### config.mk
export PLATFORM = sky130hd
export DESIGN_NAME = thermal_trip_point_evaluator_flat
export DESIGN_NICKNAME = d
export VERILOG_FILES = /design/src/ttpe_pkg.sv /design/src/ttpe_in_if.sv /design/src/ttpe_out_if.sv /design/src/ttpe_cfg_if.sv /design/src/thermal_trip_point_evaluator.sv /design/src/flat_wrapper.sv
export SDC_FILE = /design/constraint.sdc
export NUM_CORES = 1
export LEC_CHECK = 0
export BUFFER_PORTS_ARGS = -buffer_cell sky130_fd_sc_hd__buf_2
export CORE_UTILIZATION = 30
export CTS_BUF_LIST = sky130_fd_sc_hd__clkbuf_2 sky130_fd_sc_hd__clkbuf_4 sky130_fd_sc_hd__clkbuf_8
export CTS_CLUSTER_SIZE = 10
export DETAILED_ROUTE_END_ITERATION = 8
export MAX_ROUTING_LAYER = met4
export PLACE_DENSITY_LB_ADDON = 0.08
export SYNTH_ARGS = -nofsm -noshare
export SYNTH_HDL_FRONTEND = slang
export SYNTH_SLANG_ARGS = --single-unit
### constraint.sdc
create_clock -name clk -period 3.81 [get_ports clk]
set_input_delay 0 -clock clk [delete_from_list [all_inputs] [get_ports clk]]
set_output_delay 0 -clock clk [all_outputs]
set_load 0.05 [all_outputs]
### src/ttpe_pkg.sv
`default_nettype none
package ttpe_pkg;

	localparam int TEMP_BITS_DEF   = 18;
	localparam int CFG_IDX_BITS    = 3;
	localparam int SENSOR_BITS     = 8;
	localparam int SENSOR_SEL_BITS = 9;
	localparam int STATE_BITS      = 8;
	localparam int COUNT_BITS      = 8;
	localparam logic [SENSOR_SEL_BITS-1:0] ANY_SENSOR = 9'd256;

	typedef enum logic [2:0] {
		KIND_INVALID  = 3'd0,
		KIND_CRITICAL = 3'd1,
		KIND_HOT      = 3'd2,
		KIND_POLLING  = 3'd3,
		KIND_ACTIVE   = 3'd4,
		KIND_PASSIVE  = 3'd5,
		KIND_MAX      = 3'd6
	} trip_kind_t;

	typedef enum logic [2:0] {
		REL_NONE = 3'd0,
		REL_EQ   = 3'd1,
		REL_GT   = 3'd2,
		REL_LT   = 3'd3,
		REL_LE   = 3'd4,
		REL_GE   = 3'd5
	} dep_rel_t;

	typedef enum logic [CFG_IDX_BITS-1:0] {
		REG_TRIP_KIND     = 3'd0,
		REG_TRIP_TEMP     = 3'd1,
		REG_HYSTERESIS    = 3'd2,
		REG_SENSOR_SELECT = 3'd3,
		REG_DEP_RELATION  = 3'd4,
		REG_DEP_VALUE     = 3'd5,
		REG_CRIT_LIMIT    = 3'd6,
		REG_IGNORE_CRIT   = 3'd7
	} cfg_reg_t;

	typedef enum logic [1:0] {
		PREF_OFF    = 2'd0,
		PREF_PERF   = 2'd1,
		PREF_ENERGY = 2'd2,
		PREF_OTHER  = 2'd3
	} pref_t;

	typedef enum logic [1:0] {
		COOL_NONE = 2'd0,
		COOL_ON   = 2'd1,
		COOL_OFF  = 2'd2
	} cool_action_t;

	typedef enum logic [1:0] {
		POLL_NONE  = 2'd0,
		POLL_START = 2'd1,
		POLL_STOP  = 2'd2
	} poll_event_t;

endpackage
`default_nettype wire

### src/ttpe_in_if.sv
`default_nettype none
interface ttpe_in_if
	import ttpe_pkg::*;
#(
	parameter int TEMP_BITS = TEMP_BITS_DEF
);
	logic                   valid;
	logic                   ready;
	logic [SENSOR_BITS-1:0] reading_sensor;
	logic [TEMP_BITS-1:0]   reading_temp;
	logic [1:0]             preference;
	logic [STATE_BITS-1:0]  cooling_state;

	modport source (output valid, output reading_sensor, output reading_temp,
		output preference, output cooling_state, input ready);
	modport sink (input valid, input reading_sensor, input reading_temp,
		input preference, input cooling_state, output ready);
endinterface
`default_nettype wire

### src/ttpe_out_if.sv
`default_nettype none
interface ttpe_out_if;
	logic       valid;
	logic       ready;
	logic       applicable;
	logic [1:0] cool_action;
	logic       shutdown_req;
	logic       suspend_req;
	logic [1:0] poll_event;
	logic       reset_flag;

	modport source (output valid, output applicable, output cool_action,
		output shutdown_req, output suspend_req, output poll_event,
		output reset_flag, input ready);
	modport sink (input valid, input applicable, input cool_action,
		input shutdown_req, input suspend_req, input poll_event,
		input reset_flag, output ready);
endinterface
`default_nettype wire

### src/ttpe_cfg_if.sv
`default_nettype none
interface ttpe_cfg_if
	import ttpe_pkg::*;
#(
	parameter int TEMP_BITS = TEMP_BITS_DEF
);
	localparam int DATA_BITS = (TEMP_BITS > SENSOR_SEL_BITS) ? TEMP_BITS : SENSOR_SEL_BITS;

	logic                    valid;
	logic                    ready;
	logic [CFG_IDX_BITS-1:0] index;
	logic [DATA_BITS-1:0]    data;

	modport source (output valid, output index, output data, input ready);
	modport sink (input valid, input index, input data, output ready);
endinterface
`default_nettype wire

### src/thermal_trip_point_evaluator.sv
// channel  | dir | payload
// ---------+-----+------------------------------------------------------------
// cfg      | in  | index, data (register write)
// reading  | in  | reading_sensor, reading_temp, preference, cooling_state
// result   | out | applicable, cool_action, shutdown_req, suspend_req,
//          |     | poll_event, reset_flag
//
// One item per cycle sustained while the result side is ready; an accepted item
// passes the input register, then the result register. Trip state updates
// as an item moves into the result register. Reset clears control state and
// loads the register reset values. A stalled result holds one item in the
// input stage, then reading.ready drops. cfg.ready is always high.
`default_nettype none
module thermal_trip_point_evaluator
	import ttpe_pkg::*;
#(
	parameter int TEMP_BITS = TEMP_BITS_DEF
) (
	input  wire         clk,
	input  wire         arst_n,
	ttpe_cfg_if.sink    cfg,
	ttpe_in_if.sink     reading,
	ttpe_out_if.source  result
);

	// configuration
	trip_kind_t                 trip_kind_q;
	logic [TEMP_BITS-1:0]       trip_temp_q;
	logic [TEMP_BITS-1:0]       hysteresis_q;
	logic [SENSOR_SEL_BITS-1:0] sensor_select_q;
	logic [2:0]                 dep_relation_q;
	logic [STATE_BITS-1:0]      dep_value_q;
	logic [COUNT_BITS-1:0]      crit_limit_q;
	logic                       ignore_crit_q;

	// trip state
	logic                  cooling_active_q;
	logic                  polling_active_q;
	logic [COUNT_BITS-1:0] crit_count_q;

	// input stage
	logic                   valid_s1;
	logic [SENSOR_BITS-1:0] sensor_s1;
	logic [TEMP_BITS-1:0]   temp_s1;
	pref_t                  pref_s1;
	logic [STATE_BITS-1:0]  cstate_s1;

	// result register
	logic         out_valid_q;
	logic         applicable_q;
	cool_action_t cool_action_q;
	logic         shutdown_q;
	logic         suspend_q;
	poll_event_t  poll_event_q;
	logic         reset_flag_q;

	logic advance;
	logic accept;

	assign advance = valid_s1 && (!out_valid_q || result.ready);
	assign reading.ready = !valid_s1 || advance;
	assign accept = reading.valid && reading.ready;
	assign cfg.ready = 1'b1;

	always_ff @(posedge clk or negedge arst_n) begin
		if (!arst_n) begin
			trip_kind_q     <= KIND_INVALID;
			trip_temp_q     <= '0;
			hysteresis_q    <= '0;
			sensor_select_q <= ANY_SENSOR;
			dep_relation_q  <= REL_NONE;
			dep_value_q     <= '0;
			crit_limit_q    <= '0;
			ignore_crit_q   <= 1'b0;
		end else if (cfg.valid) begin
			unique case (cfg_reg_t'(cfg.index))
				REG_TRIP_KIND:     trip_kind_q     <= trip_kind_t'(cfg.data[2:0]);
				REG_TRIP_TEMP:     trip_temp_q     <= cfg.data[TEMP_BITS-1:0];
				REG_HYSTERESIS:    hysteresis_q    <= cfg.data[TEMP_BITS-1:0];
				REG_SENSOR_SELECT: sensor_select_q <= cfg.data[SENSOR_SEL_BITS-1:0];
				REG_DEP_RELATION:  dep_relation_q  <= cfg.data[2:0];
				REG_DEP_VALUE:     dep_value_q     <= cfg.data[STATE_BITS-1:0];
				REG_CRIT_LIMIT:    crit_limit_q    <= cfg.data[COUNT_BITS-1:0];
				REG_IGNORE_CRIT:   ignore_crit_q   <= cfg.data[0];
				default: ;
			endcase
		end
	end

	// evaluation of the item in the input stage
	logic                  at_or_above;
	logic                  rel_holds;
	logic                  pass;
	logic                  any_sensor;
	logic [TEMP_BITS:0]    temp_plus_hyst;
	logic                  apply;
	logic                  n_applicable;
	cool_action_t          n_cool;
	logic                  n_shutdown;
	logic                  n_suspend;
	poll_event_t           n_poll;
	logic                  n_reset_flag;
	logic                  n_cooling;
	logic                  n_polling;
	logic [COUNT_BITS-1:0] n_count;

	assign at_or_above = temp_s1 >= trip_temp_q;
	assign any_sensor = sensor_select_q == ANY_SENSOR;
	assign temp_plus_hyst = {1'b0, temp_s1} + {1'b0, hysteresis_q};

	always_comb begin
		unique case (dep_rel_t'(dep_relation_q))
			REL_EQ:  rel_holds = cstate_s1 == dep_value_q;
			REL_GT:  rel_holds = cstate_s1 > dep_value_q;
			REL_LT:  rel_holds = cstate_s1 < dep_value_q;
			REL_LE:  rel_holds = cstate_s1 <= dep_value_q;
			REL_GE:  rel_holds = cstate_s1 >= dep_value_q;
			default: rel_holds = 1'b0;
		endcase
	end

	always_comb begin
		pass = (trip_kind_q != KIND_INVALID) && (trip_kind_q <= KIND_MAX)
			&& (dep_relation_q == REL_NONE || !at_or_above || rel_holds)
			&& (any_sensor || sensor_select_q == {1'b0, sensor_s1});

		n_applicable = 1'b0;
		n_cool       = COOL_NONE;
		n_shutdown   = 1'b0;
		n_suspend    = 1'b0;
		n_poll       = POLL_NONE;
		n_reset_flag = 1'b0;
		n_cooling    = cooling_active_q;
		n_polling    = polling_active_q;
		n_count      = crit_count_q;
		apply        = 1'b0;

		if (pass) begin
			case (trip_kind_q) inside
				KIND_CRITICAL, KIND_HOT: begin
					if (!ignore_crit_q && at_or_above) begin
						n_applicable = 1'b1;
						if (crit_count_q < crit_limit_q) begin
							n_count = crit_count_q + 1'b1;
						end else begin
							n_count = '0;
							n_shutdown = trip_kind_q == KIND_CRITICAL;
							n_suspend  = trip_kind_q == KIND_HOT;
						end
					end else begin
						n_count = '0;
					end
				end
				KIND_POLLING: begin
					if (!any_sensor) begin
						n_applicable = 1'b1;
						if (!polling_active_q && at_or_above) begin
							n_polling = 1'b1;
							n_poll    = POLL_START;
						end else if (polling_active_q && !at_or_above) begin
							n_polling    = 1'b0;
							n_poll       = POLL_STOP;
							n_reset_flag = 1'b1;
						end
					end
				end
				default: begin
					case (pref_s1)
						PREF_PERF:   apply = trip_kind_q == KIND_ACTIVE
							|| trip_kind_q == KIND_MAX;
						PREF_ENERGY: apply = trip_kind_q == KIND_PASSIVE
							|| trip_kind_q == KIND_MAX;
						default:     apply = 1'b0;
					endcase
					if (apply) begin
						n_applicable = 1'b1;
						if (at_or_above) begin
							n_cooling = 1'b1;
							n_cool    = COOL_ON;
						end else if (!cooling_active_q
							|| temp_plus_hyst < {1'b0, trip_temp_q}) begin
							n_cooling = 1'b0;
							n_cool    = COOL_OFF;
						end
					end
				end
			endcase
		end
	end

	always_ff @(posedge clk or negedge arst_n) begin
		if (!arst_n) begin
			valid_s1 <= 1'b0;
		end else if (reading.ready) begin
			valid_s1 <= reading.valid;
		end
	end

	always_ff @(posedge clk) begin
		if (accept) begin
			sensor_s1 <= reading.reading_sensor;
			temp_s1   <= reading.reading_temp;
			pref_s1   <= pref_t'(reading.preference);
			cstate_s1 <= reading.cooling_state;
		end
	end

	always_ff @(posedge clk or negedge arst_n) begin
		if (!arst_n) begin
			cooling_active_q <= 1'b0;
			polling_active_q <= 1'b0;
			crit_count_q     <= '0;
			out_valid_q      <= 1'b0;
		end else begin
			if (advance) begin
				cooling_active_q <= n_cooling;
				polling_active_q <= n_polling;
				crit_count_q     <= n_count;
				out_valid_q      <= 1'b1;
			end else if (result.ready) begin
				out_valid_q <= 1'b0;
			end
		end
	end

	always_ff @(posedge clk) begin
		if (advance) begin
			applicable_q  <= n_applicable;
			cool_action_q <= n_cool;
			shutdown_q    <= n_shutdown;
			suspend_q     <= n_suspend;
			poll_event_q  <= n_poll;
			reset_flag_q  <= n_reset_flag;
		end
	end

	assign result.valid        = out_valid_q;
	assign result.applicable   = applicable_q;
	assign result.cool_action  = cool_action_q;
	assign result.shutdown_req = shutdown_q;
	assign result.suspend_req  = suspend_q;
	assign result.poll_event   = poll_event_q;
	assign result.reset_flag   = reset_flag_q;

`ifndef ASSERT_OFF
	a_advance_fills: assert property (@(posedge clk) disable iff (!arst_n)
		advance |=> out_valid_q)
		else $error("result register not loaded");

	a_stall_backpressure: assert property (@(posedge clk) disable iff (!arst_n)
		(valid_s1 && out_valid_q && !result.ready) |-> !reading.ready)
		else $error("item accepted while both stages stalled");

	a_req_applicable: assert property (@(posedge clk) disable iff (!arst_n)
		(out_valid_q && (shutdown_q || suspend_q)) |-> applicable_q)
		else $error("request on non-applicable item");

	a_reset_flag_stop: assert property (@(posedge clk) disable iff (!arst_n)
		(out_valid_q && reset_flag_q) |-> (poll_event_q == POLL_STOP))
		else $error("reset flag without poll stop");

	a_poll_toggles: assert property (@(posedge clk) disable iff (!arst_n)
		(advance && n_poll == POLL_START) |=> polling_active_q)
		else $error("polling flag not set on start");
`endif

endmodule
`default_nettype wire

### src/flat_wrapper.sv
// flat-port wrapper written by rule: the top's interface ports become plain ports
module thermal_trip_point_evaluator_flat import ttpe_pkg::*;
#(
	parameter int TEMP_BITS = TEMP_BITS_DEF
)
  (clk, arst_n, cfg_valid, cfg_index, cfg_data, cfg_ready, reading_valid, reading_reading_sensor, reading_reading_temp, reading_preference, reading_cooling_state, reading_ready, result_valid, result_applicable, result_cool_action, result_shutdown_req, result_suspend_req, result_poll_event, result_reset_flag, result_ready);
  ttpe_cfg_if #(.TEMP_BITS(TEMP_BITS)) cfg_i ();
  ttpe_in_if #(.TEMP_BITS(TEMP_BITS)) reading_i ();
  ttpe_out_if result_i ();
  input  wire clk;
  input  wire arst_n;
  input wire logic [$bits(cfg_i.valid)-1:0] cfg_valid;
  input wire logic [$bits(cfg_i.index)-1:0] cfg_index;
  input wire logic [$bits(cfg_i.data)-1:0] cfg_data;
  output wire logic [$bits(cfg_i.ready)-1:0] cfg_ready;
  input wire logic [$bits(reading_i.valid)-1:0] reading_valid;
  input wire logic [$bits(reading_i.reading_sensor)-1:0] reading_reading_sensor;
  input wire logic [$bits(reading_i.reading_temp)-1:0] reading_reading_temp;
  input wire logic [$bits(reading_i.preference)-1:0] reading_preference;
  input wire logic [$bits(reading_i.cooling_state)-1:0] reading_cooling_state;
  output wire logic [$bits(reading_i.ready)-1:0] reading_ready;
  output wire logic [$bits(result_i.valid)-1:0] result_valid;
  output wire logic [$bits(result_i.applicable)-1:0] result_applicable;
  output wire logic [$bits(result_i.cool_action)-1:0] result_cool_action;
  output wire logic [$bits(result_i.shutdown_req)-1:0] result_shutdown_req;
  output wire logic [$bits(result_i.suspend_req)-1:0] result_suspend_req;
  output wire logic [$bits(result_i.poll_event)-1:0] result_poll_event;
  output wire logic [$bits(result_i.reset_flag)-1:0] result_reset_flag;
  input wire logic [$bits(result_i.ready)-1:0] result_ready;
  assign cfg_i.valid = cfg_valid;
  assign cfg_i.index = cfg_index;
  assign cfg_i.data = cfg_data;
  assign cfg_ready = cfg_i.ready;
  assign reading_i.valid = reading_valid;
  assign reading_i.reading_sensor = reading_reading_sensor;
  assign reading_i.reading_temp = reading_reading_temp;
  assign reading_i.preference = reading_preference;
  assign reading_i.cooling_state = reading_cooling_state;
  assign reading_ready = reading_i.ready;
  assign result_valid = result_i.valid;
  assign result_applicable = result_i.applicable;
  assign result_cool_action = result_i.cool_action;
  assign result_shutdown_req = result_i.shutdown_req;
  assign result_suspend_req = result_i.suspend_req;
  assign result_poll_event = result_i.poll_event;
  assign result_reset_flag = result_i.reset_flag;
  assign result_i.ready = result_ready;
  thermal_trip_point_evaluator #(.TEMP_BITS(TEMP_BITS)) u_core (.clk(clk), .arst_n(arst_n), .cfg(cfg_i), .reading(reading_i), .result(result_i));
endmodule
==> impl_results.md <==
- Run status: completed
- Routed WL: 16.8 mm
- Mapped Cells: 602
- Highest routed layer: met4
- Core footprint: 0.0222 mm^2
- Final hold violation count: 0
- Vias: 5017
- CP bufs+invs: 0
- Clock latency on the worst-skew pair: 0.45 ns
- EDFF count, synth: 43
- Seq cells post-synth: 123
- Final net count: 891
- TritonCTS clock tree: done
- Hold Crit Class: input pin to async pin
- Crit-path max cell delay: 0.45 ns
- Setup Viol. Count Final: 0
- Post-Syn Nets: 737
- Crit Path Max Fanout: 2
- R2R setup slack: 0.12 ns
- Slew Limit Fails: 0
- DP HPWL: roughly 12 mm
- Relative slew slack: 0.313
- RSZ-0062 raised after global routing: yes
- Tightest Pin Transition: between 1 and 1.5 ns
- Vias in the first global route: 5080
- CP Class: flop to flop
- Worst vdd ir: about 0.00019 V
- Critical path cell sequence: ha_4, fa_2, a21o_1, and4_1, or3_4, a21o_1, a21oi_1, xnor2_1, ha_1, a2111oi_2, a21oi_1, o211ai_1, nand4_1, a21o_1
- Die extent in x: 153 um
- # clock sinks: 123
- Largest net degree at the start of global routing: 44
- Clock slew at reported path FFs: 0.09 ns
- CTS buffer count: 17
- Post-route ant nets: 0
- Wire length per cell: 16.0 um
- Initial drt markers: around 250
- Max stage delay cell, worst path: edfxtp_1
- Max-Cap Viols: 0
- Ant. Diodes: 0
- DRC: 0
- Via density per instance: around 4.8
- Synth Flop Type: dfrtp_1
- Type of origin of the critical path: flop
- Register area share after synthesis: 0.480
- Met2 wire len: ~7.5 mm
- Grt ovf: 0
- Syn. warnings: 0
- Synth unique cells: between 60 and 70
- Clk_skew: 0.0161 ns
- I/O pins: 73
- Overall Global Routing Usage: 0.155
- Synthesized cell area: 0.00687 mm^2
- WHS: 0.0742 ns
- Async S/R FF share, synth: 0.650
- Clk root buf: clkbuf_8
- Clock tree buffer depth: 2
- Avg Inst Size Synth: 11.4 um^2
- Initial antenna violation count: 0
- Leak: roughly 3.8 nW
- Share of post-route cells with drive strength above 1: 0.260
- Critical path's top delay family: compound AO/OA/AOI/OAI gates
- Pwr/cell area: 496 mW/mm^2
- Period utilisation layout: 0.967
- H-tree depth: 4
- Final min period: between 3 and 4 ns
- Met3 wire len: roughly 420 um
- Fmax: 271 MHz
- First-pass GRT wire length: 26.9 mm
- Std cell rows: 54
- Type of destination of the critical path: flop
- Routability cong.: 0.832
- FF-to-FF Start: u_core.temp_s1[0]
- Layout area overhead: 26.8%
- Post-Place Setup Slack: -0.109 ns
- Initial Util: 0.310
- Port Buffers: 71
- Setup crit start: u_core.temp_s1[0]
- Final setup margin: 0.125 ns
- Most frequent CP cell: a21o_1
- Drt pass-1 iters: 4
- CP Data Arrival Time: ~4 ns
- Data required, critical path: 4.15 ns
- Metal-1 WL: 8.68 mm
- Die footprint: 0.0235 mm^2
- Die height: around 150 um
-- synthesized netlist by cell type, types with 3 or more instances --
master     number  share of area
nor3_1          8         0.0058
inv_1          49          0.027
a21boi_0        3         0.0033
mux2_2         52          0.085
nand4_1         8         0.0073
o211ai_1        3         0.0033
dfrtp_1        79           0.29
a31oi_1         3         0.0027
o22ai_1         6         0.0055
o21bai_1        3         0.0033
edfxtp_1       43           0.19
xnor2_1        19          0.024
a211o_1         3         0.0038
nand4b_1        4         0.0051
nand3b_1        3         0.0033
nor2b_1         6         0.0055
o21a_1          4         0.0044
nand2b_1        9         0.0082
nor2_1         19          0.010
nor3b_1         3         0.0033
ha_1           72           0.13
and3_1          5         0.0046
clkbuf_1        8         0.0044
and4_1          3         0.0038
a21o_1         11          0.012
o21ai_0        32          0.023
nand2_1        40          0.022
a211oi_1        5         0.0055
xor2_1          6         0.0077
nand3_1        16          0.012
a2111oi_0       4         0.0051
a21oi_1        31          0.023
-- what timing repair did --
item                                   4_1_cts  5_1_grt
pin swaps                                    1       18
setup endpoints to repair                    2        2
hold buffers                                64        0
resized for setup                            3       17
gates cloned                                 0        0
buffers inserted                             0        3
endpoints found under the hold margin      143        0
-- cell type report --
cell class	instances	area (um^2)
multi-input cells	417	3400
clock inverters	15	151
fillers	2164	13500
well taps	280	350
inverters	50	188
repair buffers	147	1090
clock buffers	17	234
flip-flops and latches	123	3290
-- stage by stage --
| stage | util | total power [mW] | instance area (um^2) | setup TNS (ns) | instances |
|---|---|---|---|---|---|
| 2_1_floorplan | - | 2.68 | 6870 | 0 | 602 |
| 3_3_place_gp | 0.343 | 3.04 | 7590 | -0.0267 | 950 |
| 3_5_place_dp | 0.343 | 3.07 | 7590 | -0.205 | 950 |
| 4_1_cts | 0.389 | 4.32 | 8630 | 0 | 1046 |
| 5_1_grt | 0.393 | 4.65 | 8710 | -0.122 | 1049 |
| 6_report | 0.393 | 4.32 | 8710 | 0 | 1049 |
-- cell families after synthesis --
logic type               synth area share
AND/OR/NAND/NOR                     0.114
AO/OA/AOI/OAI                       0.115
other                            0.000546
XOR/XNOR                           0.0319
flip-flops                          0.480
multiplexers                       0.0889
adder cells (fa/ha/maj)             0.134
buffers and inverters              0.0361
-- registers in the layout, summed over array words and instances (netlist names), 8 cells and up --
signal and cells:
u_core.sensor_s1 8, u_core.trip_temp_q 18, u_core.cstate_s1 8, u_core.crit_limit_q 8, u_core.temp_s1 18, u_core.sensor_select_q 9, u_core.dep_value_q 8, u_core.hysteresis_q 18
u_core.crit_count_q 8
-- worst paths after layout --
path	to	depth (start not counted)
max	u_core.cooling_active_q	14
min	u_core.valid_s1	2
max reg2reg	u_core.cooling_active_q	14
min reg2reg	u_core.crit_limit_q[7]	1
max in group asynchronous	u_core.sensor_select_q[6]	3
min in group clk	u_core.temp_s1[4]	2
-- per-layer routing --
metal,vias to the layer above,GRT usage
li1,2506,-
met1,2412,0.209
met2,87,0.232
met3,12,0.0323
met4,0,0.0491
met5,-,-
-- where the power goes --
part | leakage, nW | internal [mW] | switching (mW) | total, mW
registers | 1.36 | 1.57 | 0.135 | 1.71
clock network | 0.194 | 0.539 | 0.619 | 1.16
logic | 2.25 | 0.708 | 0.747 | 1.45
-- placed cells by master, fill, tap and decap left out, drive strengths merged, types with 4 or more instances in the layout --
| cell type | n |
|---|---|
| a2111oi | 4 |
| a211o | 4 |
| a211oi | 5 |
| a21boi | 4 |
| a21o | 11 |
| a21oi | 31 |
| and3 | 6 |
| and4 | 4 |
| buf | 83 |
| clkbuf | 17 |
| clkinv | 4 |
| dfrtp | 79 |
| dlygate4sd3 | 64 |
| edfxtp | 43 |
| ha | 72 |
| inv | 59 |
| mux2 | 53 |
| nand2 | 40 |
| nand2b | 10 |
| nand3 | 17 |
| nand4 | 8 |
| nand4b | 4 |
| nor2 | 19 |
| nor2b | 6 |
| nor3 | 9 |
| o21a | 4 |
| o21ai | 33 |
| o22ai | 7 |
| xnor2 | 19 |
| xor2 | 6 |
No activity file was read; power rests on OpenSTA's default activity.
